**config.mk**
```make
export PLATFORM = sky130hd
export DESIGN_NAME = fault_code_store_with_mask_report
export DESIGN_NICKNAME = d
export VERILOG_FILES = /design/src/hdl/fcs_pkg.sv /design/src/hdl/fcs_ram.sv /design/src/hdl/fcs_ctrl.sv /design/src/hdl/fault_code_store_with_mask_report.sv
export SDC_FILE = /design/constraint.sdc
export NUM_CORES = 1
export LEC_CHECK = 0
export CAP_MARGIN = 10
export CORE_ASPECT_RATIO = 0.75
export CORE_MARGIN = 5
export CORE_UTILIZATION = 32
export DETAILED_ROUTE_END_ITERATION = 10
export DONT_BUFFER_PORTS = 1
export PLACE_DENSITY = 0.44
export SLEW_MARGIN = 10
export SYNTH_ARGS = -nofsm -noshare
export SYNTH_HDL_FRONTEND = slang
export SYNTH_SLANG_ARGS = --single-unit
```
**constraint.sdc**
```tcl
create_clock -name clk_i -period 5.4 [get_ports clk_i]
set_input_delay 1.08 -clock clk_i [delete_from_list [all_inputs] [get_ports clk_i]]
set_output_delay 1.08 -clock clk_i [all_outputs]
set_load 0.05 [all_outputs]
```
**src/hdl/fcs_pkg.sv**
```systemverilog
// Shared types and constants for the fault code store.
`default_nettype none

package fcs_pkg;

  localparam int unsigned CODE_W = 24;
  localparam int unsigned STAT_W = 8;
  localparam int unsigned CNT_W  = 6;
  localparam int unsigned MAXC_W = 6;
  localparam int unsigned CMD_W  = 2;

  localparam logic [CNT_W-1:0] CNT_MAX = 6'd63;

  // Command codes
  localparam logic [CMD_W-1:0] CMD_ADD    = 2'd0;
  localparam logic [CMD_W-1:0] CMD_CLEAR  = 2'd1;
  localparam logic [CMD_W-1:0] CMD_REPORT = 2'd2;

  typedef enum logic [1:0] {
    ST_IDLE,
    ST_SCAN,
    ST_CHK,
    ST_END
  } state_e;

  typedef struct packed {
    logic              accepted;
    logic [CNT_W-1:0]  count;
    logic              entry_valid;
    logic [CODE_W-1:0] code;
    logic [STAT_W-1:0] status;
    logic              last;
  } res_t;

endpackage

`default_nettype wire

```
**src/hdl/fcs_ram.sv**
```systemverilog
// Generic single-write, single-read RAM with registered read data.
`default_nettype none

module fcs_ram #(
  parameter int unsigned WIDTH = 32,
  parameter int unsigned DEPTH = 32
) (
  input  wire logic                                     clk_i,
  input  wire logic                                     we_i,
  input  wire logic [$clog2(DEPTH > 1 ? DEPTH : 2)-1:0] waddr_i,
  input  wire logic [WIDTH-1:0]                         wdata_i,
  input  wire logic                                     re_i,
  input  wire logic [$clog2(DEPTH > 1 ? DEPTH : 2)-1:0] raddr_i,
  output logic      [WIDTH-1:0]                         rdata_o
);

  logic [WIDTH-1:0] mem_q [DEPTH];
  logic [WIDTH-1:0] rdata_q;

  // Write port
  always_ff @(posedge clk_i) begin
    if (we_i) begin
      mem_q[waddr_i] <= wdata_i;
    end
  end

  // Registered read port, holds data while idle
  always_ff @(posedge clk_i) begin
    if (re_i) begin
      rdata_q <= mem_q[raddr_i];
    end
  end

  assign rdata_o = rdata_q;

endmodule

`default_nettype wire

```
**src/hdl/fcs_ctrl.sv**
```systemverilog
// Command sequencer: fill count, record append and status-mask scan.
`default_nettype none

module fcs_ctrl #(
  parameter int unsigned DEPTH = 32
) (
  input  wire logic                        clk_i,
  input  wire logic                        rst_ni,
  // command beat
  input  wire logic                        cmd_valid_i,
  output logic                             cmd_ready_o,
  input  wire logic [fcs_pkg::CMD_W-1:0]   cmd_i,
  input  wire logic [fcs_pkg::CODE_W-1:0]  code_i,
  input  wire logic [fcs_pkg::STAT_W-1:0]  status_i,
  input  wire logic [fcs_pkg::STAT_W-1:0]  mask_i,
  input  wire logic [fcs_pkg::MAXC_W-1:0]  max_i,
  // result beat
  output logic                             res_valid_o,
  input  wire logic                        res_ready_i,
  output fcs_pkg::res_t                    res_o
);

  import fcs_pkg::*;

  localparam int unsigned AW  = $clog2(DEPTH > 1 ? DEPTH : 2);
  localparam int unsigned CW  = $clog2(DEPTH + 1);
  localparam int unsigned CXW = (CW + 1 > MAXC_W + 1) ? CW + 1 : MAXC_W + 1;
  localparam int unsigned RW  = CODE_W + STAT_W;

  state_e state_q, state_d;

  logic [CW-1:0]     fill_q, fill_d;
  logic [CW-1:0]     idx_q, idx_d;
  logic [CW-1:0]     written_q, written_d;
  logic [CW-1:0]     max_q, max_d;
  logic [STAT_W-1:0] mask_q, mask_d;
  res_t              pend_q, pend_d;
  logic              pend_vld_q, pend_vld_d;

  logic          ram_we, ram_re;
  logic [RW-1:0] ram_rdata;
  logic          scan_go;
  logic          match;
  logic          advance;

  logic [CXW-1:0]   fill_x, cnt_x, max_x;
  logic [CNT_W-1:0] fill_sat, cnt_sat;

  fcs_ram #(
    .WIDTH (RW),
    .DEPTH (DEPTH)
  ) u_ram (
    .clk_i   (clk_i),
    .we_i    (ram_we),
    .waddr_i (fill_q[AW-1:0]),
    .wdata_i ({status_i, code_i}),
    .re_i    (ram_re),
    .raddr_i (idx_q[AW-1:0]),
    .rdata_o (ram_rdata)
  );

  // Saturate counts and widen the requested maximum for its clamp to the depth
  always_comb begin
    fill_x   = CXW'(fill_q);
    fill_sat = (fill_x > CXW'(CNT_MAX)) ? CNT_MAX : fill_x[CNT_W-1:0];
    cnt_x    = CXW'(written_q) + CXW'(1);
    cnt_sat  = (cnt_x > CXW'(CNT_MAX)) ? CNT_MAX : cnt_x[CNT_W-1:0];
    max_x    = CXW'(max_i);
  end

  assign scan_go = (idx_q < fill_q) && (written_q < max_q);
  assign match   = |(ram_rdata[RW-1:CODE_W] & mask_q);
  assign advance = !match || !pend_vld_q || res_ready_i;

  // Next state
  always_comb begin
    state_d = state_q;
    case (state_q)
      ST_IDLE: begin
        if (cmd_valid_i) begin
          state_d = (cmd_i == CMD_REPORT) ? ST_SCAN : ST_END;
        end
      end
      ST_SCAN: begin
        state_d = scan_go ? ST_CHK : ST_END;
      end
      ST_CHK: begin
        if (advance) begin
          state_d = ST_SCAN;
        end
      end
      ST_END: begin
        if (res_ready_i) begin
          state_d = ST_IDLE;
        end
      end
      default: begin
        state_d = ST_IDLE;
      end
    endcase
  end

  // Outputs and datapath updates
  always_comb begin
    fill_d      = fill_q;
    idx_d       = idx_q;
    written_d   = written_q;
    max_d       = max_q;
    mask_d      = mask_q;
    pend_d      = pend_q;
    pend_vld_d  = pend_vld_q;
    ram_we      = 1'b0;
    ram_re      = 1'b0;
    cmd_ready_o = 1'b0;
    res_valid_o = 1'b0;
    res_o       = '0;
    case (state_q)
      ST_IDLE: begin
        cmd_ready_o = 1'b1;
        if (cmd_valid_i) begin
          pend_d = '0;
          case (cmd_i)
            CMD_ADD: begin
              pend_vld_d = 1'b1;
              if (fill_q < CW'(DEPTH)) begin
                ram_we          = 1'b1;
                fill_d          = fill_q + CW'(1);
                pend_d.accepted = 1'b1;
              end
            end
            CMD_CLEAR: begin
              pend_vld_d   = 1'b1;
              pend_d.count = fill_sat;
              fill_d       = '0;
            end
            CMD_REPORT: begin
              pend_vld_d = 1'b0;
              idx_d      = '0;
              written_d  = '0;
              mask_d     = mask_i;
              max_d      = (max_x > CXW'(DEPTH)) ? CW'(DEPTH) : CW'(max_x);
            end
            default: begin
              pend_vld_d = 1'b0;
            end
          endcase
        end
      end
      ST_SCAN: begin
        ram_re = scan_go;
      end
      ST_CHK: begin
        // Push out the held record once a newer match shows it is not last
        if (match && pend_vld_q) begin
          res_valid_o = 1'b1;
          res_o       = pend_q;
        end
        if (advance) begin
          idx_d = idx_q + CW'(1);
          if (match) begin
            pend_vld_d         = 1'b1;
            pend_d             = '0;
            pend_d.count       = cnt_sat;
            pend_d.entry_valid = 1'b1;
            pend_d.code        = ram_rdata[CODE_W-1:0];
            pend_d.status      = ram_rdata[RW-1:CODE_W];
            written_d          = written_q + CW'(1);
          end
        end
      end
      ST_END: begin
        res_valid_o = 1'b1;
        if (pend_vld_q) begin
          res_o = pend_q;
        end
        res_o.last = 1'b1;
        if (res_ready_i) begin
          pend_vld_d = 1'b0;
        end
      end
      default: begin
        pend_vld_d = 1'b0;
      end
    endcase
  end

  // Control registers
  always_ff @(posedge clk_i or negedge rst_ni) begin
    if (!rst_ni) begin
      state_q    <= ST_IDLE;
      fill_q     <= '0;
      pend_vld_q <= 1'b0;
    end else begin
      state_q    <= state_d;
      fill_q     <= fill_d;
      pend_vld_q <= pend_vld_d;
    end
  end

  // Scan payload registers
  always_ff @(posedge clk_i) begin
    idx_q     <= idx_d;
    written_q <= written_d;
    max_q     <= max_d;
    mask_q    <= mask_d;
    pend_q    <= pend_d;
  end

endmodule

`default_nettype wire

```
**src/hdl/fault_code_store_with_mask_report.sv**
```systemverilog
// Add, clear and the unused code: the command beat is taken in ST_IDLE and the result beat
//   is presented from ST_END through the output register; the next command is taken in ST_IDLE.
// Report over n scanned records: each record is a RAM read (ST_SCAN), then a mask compare
//   (ST_CHK), which stalls while a held match cannot be passed on; the last beat is presented
//   from ST_END through the output register; the scan stops at the fill count or once max_count matched.
// Reset clears the fill count and control; record memory is not cleared.
`default_nettype none

module fault_code_store_with_mask_report #(
  parameter int unsigned DEPTH = 32
) (
  input  wire logic        clk_i,
  input  wire logic        rst_ni,
  // slave side
  input  wire logic        s_axis_tvalid_i,
  output logic             s_axis_tready_o,
  // fault_code [23:0], fault_status [31:24], match_mask [39:32], max_count [45:40]
  input  wire logic [47:0] s_axis_tdata_i,
  // cmd [1:0]
  input  wire logic [1:0]  s_axis_tuser_i,
  // master side
  output logic             m_axis_tvalid_o,
  input  wire logic        m_axis_tready_i,
  // accepted [0], count [6:1], out_code [30:7], out_status [38:31]
  output logic [39:0]      m_axis_tdata_o,
  // entry_valid [0]
  output logic             m_axis_tuser_o,
  output logic             m_axis_tlast_o
);

  import fcs_pkg::*;

  logic res_valid, res_ready;
  res_t res;
  res_t out_q;
  logic out_vld_q;

  fcs_ctrl #(
    .DEPTH (DEPTH)
  ) u_ctrl (
    .clk_i       (clk_i),
    .rst_ni      (rst_ni),
    .cmd_valid_i (s_axis_tvalid_i),
    .cmd_ready_o (s_axis_tready_o),
    .cmd_i       (s_axis_tuser_i),
    .code_i      (s_axis_tdata_i[23:0]),
    .status_i    (s_axis_tdata_i[31:24]),
    .mask_i      (s_axis_tdata_i[39:32]),
    .max_i       (s_axis_tdata_i[45:40]),
    .res_valid_o (res_valid),
    .res_ready_i (res_ready),
    .res_o       (res)
  );

  // Output register: load when empty or being drained
  assign res_ready = !out_vld_q || m_axis_tready_i;

  always_ff @(posedge clk_i or negedge rst_ni) begin
    if (!rst_ni) begin
      out_vld_q <= 1'b0;
    end else if (res_ready) begin
      out_vld_q <= res_valid;
    end
  end

  always_ff @(posedge clk_i) begin
    if (res_ready && res_valid) begin
      out_q <= res;
    end
  end

  // Pack the result beat
  assign m_axis_tvalid_o = out_vld_q;
  assign m_axis_tdata_o  = {1'b0, out_q.status, out_q.code, out_q.count, out_q.accepted};
  assign m_axis_tuser_o  = out_q.entry_valid;
  assign m_axis_tlast_o  = out_q.last;

endmodule

`default_nettype wire
```
==> metrics.txt <==
Antenna Nets Post-Route 0; yosys warns 0; Final Cell Area 0.05164 mm²; insertion delay to the later sink of the worst-skew pair 0.72 ns; skew final 0.02700 ns; GRT Residual Overflow 0; Longest Clk Path Bufs 3; Synth Cell Area 0.04512 mm²; TNS Setup 0 ns; final wirelength 116.8 mm; fin nets 2443; Placed Area 0.04797 mm²; Sequential Power Share 48.5%; Sw Share 29.50%; Gate Count Post-Synth 2317; largest net degree at the start of global routing 105; Routability Congestion 0.7958; CTS Buf Count 112; die height 335.2 µm; P_sw 7.018 mW; Final Critical Period 3.689 ns; multi-input gate area in the final layout 0.009656 mm²; drc violations 0; TritonCTS clock tree yes; EDFF count, synth 1163; status completed; r2r endpoint u_ctrl.u_ram.mem_q[9][22]; Synth Flop Type edfxtp_1; PnR worst setup slack 1.711 ns; syn_nets 2388; Final setup viols 0; Worst-Margin Slew 1.078 ns; hold endpoint u_ctrl.u_ram.mem_q[13][21]; FFs w/ async S/R, synth 0.8525%; power share of the clock group 32.7%; HP Class in -> reg; WHS Path Cells 0; Post-CTS Setup Inserts 0; Area Overhead vs Synth 14.46%; post-synth top area share 77.40%; clk root buf clkbuf_16; Final Cycle Share 68.31%; Filler cells 12893; HP Start s_axis_tdata_i[21]; WS Path Type reg -> reg; Max-cap violations 0; met3 wire length 5.591 mm; most common cell after layout, fill and taps aside edfxtp_1; hold-fix buffer count after cts 2; worst r2r src u_ctrl.state_q[1]; Core ar. 0.1403 mm²; leakage 16.38 nW; crit path capture type register; H-tree depth 3; Seq/Total Area, Yosys 77.96%; pre-CTS WS 1.237 ns; fin. max-slew vios 0; post-CTS resize count 0; starting DRC count in detailed routing 1892; area of the die 0.1487 mm²; minimum hold slack 0.4499 ns; Initial Util 32.17%; PD cells 460.6 mW/mm²; Pint 16.77 mW; CP Launch Type register; VDD IR-drop max 0.0002645 V; clk sinks 1173; synth unique cells 53; I/O Buffers 0; crit path DAT 4.07 ns; number of global-route vias before repair 22134; R2R Setup Slk 1.71 ns; FMAX 0.2711 GHz; FF-to-FF path depth 5; die width 443.6 µm; top area cells in the synthesized netlist edfxtp_1 77%, mux4_2 6.4%, mux2i_1 5.7%; wl on met1 53.53 mm; sequential cell area 0.03517 mm²; Top Ports 98; post-DP HPWL 69.11 mm; metal2 WL 54.68 mm; placement row count 119; post-DR vias/cell 4.975; Logic pwr share 18.8%; Tot GR Track Use 15.43%; initial antenna violation count 3; most frequent cells in the layout 1163 x edfxtp_1, 256 x mux2i_1, 132 x a22oi_1; CTS clock-pin slew for the worst setup and hold paths 0.07 ns; fraction of layout cells with a size suffix above 1 16.30%; Hold Vio Cnt, Final 0; CP max FO 17; vias 21600; first-pass iteration count of the detailed router 5; relative slew slack 28.17%; uppermost layer routed met4; RSZ-0062 raised after global routing no; first-pass GRT wire length 165.2 mm; syn_area_per_cell 19.47 µm²; #FFs+latches synth 1173; area leader, netlist edfxtp_1; WL/cell 26.90 µm; CP required 5.78 ns
cells by family after synthesis:
logic type / after synthesis / synth area share, %
XOR/XNOR: 9 / 0.1747
other: 1 / 0.008311
buffers and inverters: 137 / 1.356
multiplexers: 385 / 12.09
AO/OA/AOI/OAI: 238 / 3.508
adder cells (fa/ha/maj): 17 / 0.4714
AND/OR/NAND/NOR: 357 / 4.431
flip-flops: 1173 / 77.96
critical path: stages (launching register included):
cell and delay (ns):
dfrtp_1 0.52, or3b_4 0.48, nor4_4 0.47, nand2_1 0.61, nor2_4 0.82, buf_4 0.41
metal layers:
| layer | vias to the layer above | track usage, % |
|---|---|---|
| li1 | 9481 | - |
| met4 | 0 | 4.228 |
| met1 | 11457 | 21.61 |
| met3 | 148 | 3.045 |
| met5 | - | 0 |
| met2 | 514 | 24.71 |
per-stage QoR:
step / cells / power (mW) / util, %
after floorplan: 2317 / 14.56 / -
after global placement: 4129 / 16.24 / 34.20
after detailed placement: 4129 / 16.28 / 34.20
after CTS: 4339 / 24.08 / 36.79
after global routing: 4341 / 24.76 / 36.82
final: 4342 / 23.79 / 36.82
registers in the layout (all words and copies together) (netlist names):
name,cells
u_ctrl.pend_vld_q,1
u_ctrl.max_q,6
u_ctrl.written_q,6
u_ctrl.pend_q,40
u_ctrl.state_q,2
u_ctrl.idx_q,6
u_ctrl.fill_q,6
m_axis_tdata_o,39
m_axis_tuser_o,1
m_axis_tvalid_o,1
u_ctrl.u_ram.mem_q,1024
u_ctrl.u_ram.rdata_o,32
u_ctrl.mask_q,8
m_axis_tlast_o,1
synth_stat cells, types with 34 or more instances:
master	n
edfxtp_1	1163
mux2i_1	256
a22oi_1	132
mux4_2	128
a21oi_1	81
and2_1	78
nand3_1	76
nor2b_1	74
buf_2	69
nor2_1	56
clkbuf_1	47
nand4_1	34
cell type report:
cell class,instances,share of cell area [%]
antenna,1,0.004845
inverter,14,0.1018
timing repair buffer,64,1.560
clock inverter,61,1.085
clock buffer,147,5.902
sequential,1173,68.11
multi-input combinational,1007,18.70
tap,1875,4.543
power groups by stage:
stage	Sequential [mW]	Combinational, mW	Clock, mW
6_report	11.5	4.47	7.77
5_1_grt	11.6	4.83	8.34
4_1_cts	11.6	4.54	7.97
3_5_place_dp	11.7	4.53	0
3_3_place_gp	11.7	4.50	0
2_1_floorplan	11.6	3.00	0
how the worst max path moves through the flow:
stage / start / end / slack [ns] / cells past startpoint
finish: u_ctrl.state_q[1] / u_ctrl.u_ram.mem_q[9][22] / 1.71 / 5
global route: u_ctrl.state_q[1] / u_ctrl.u_ram.mem_q[9][22] / 1.56 / 5
CTS: u_ctrl.state_q[1] / u_ctrl.u_ram.mem_q[9][9] / 1.69 / 5
detailed placement: s_axis_tvalid_i / u_ctrl.u_ram.mem_q[9][9] / 1.24 / 5
global placement: s_axis_tvalid_i / u_ctrl.u_ram.mem_q[30][26] / 1.22 / 5
floorplan: s_axis_tvalid_i / u_ctrl.u_ram.mem_q[16][0] / 1.49 / 4
No activity file was read; power rests on OpenSTA's default activity.
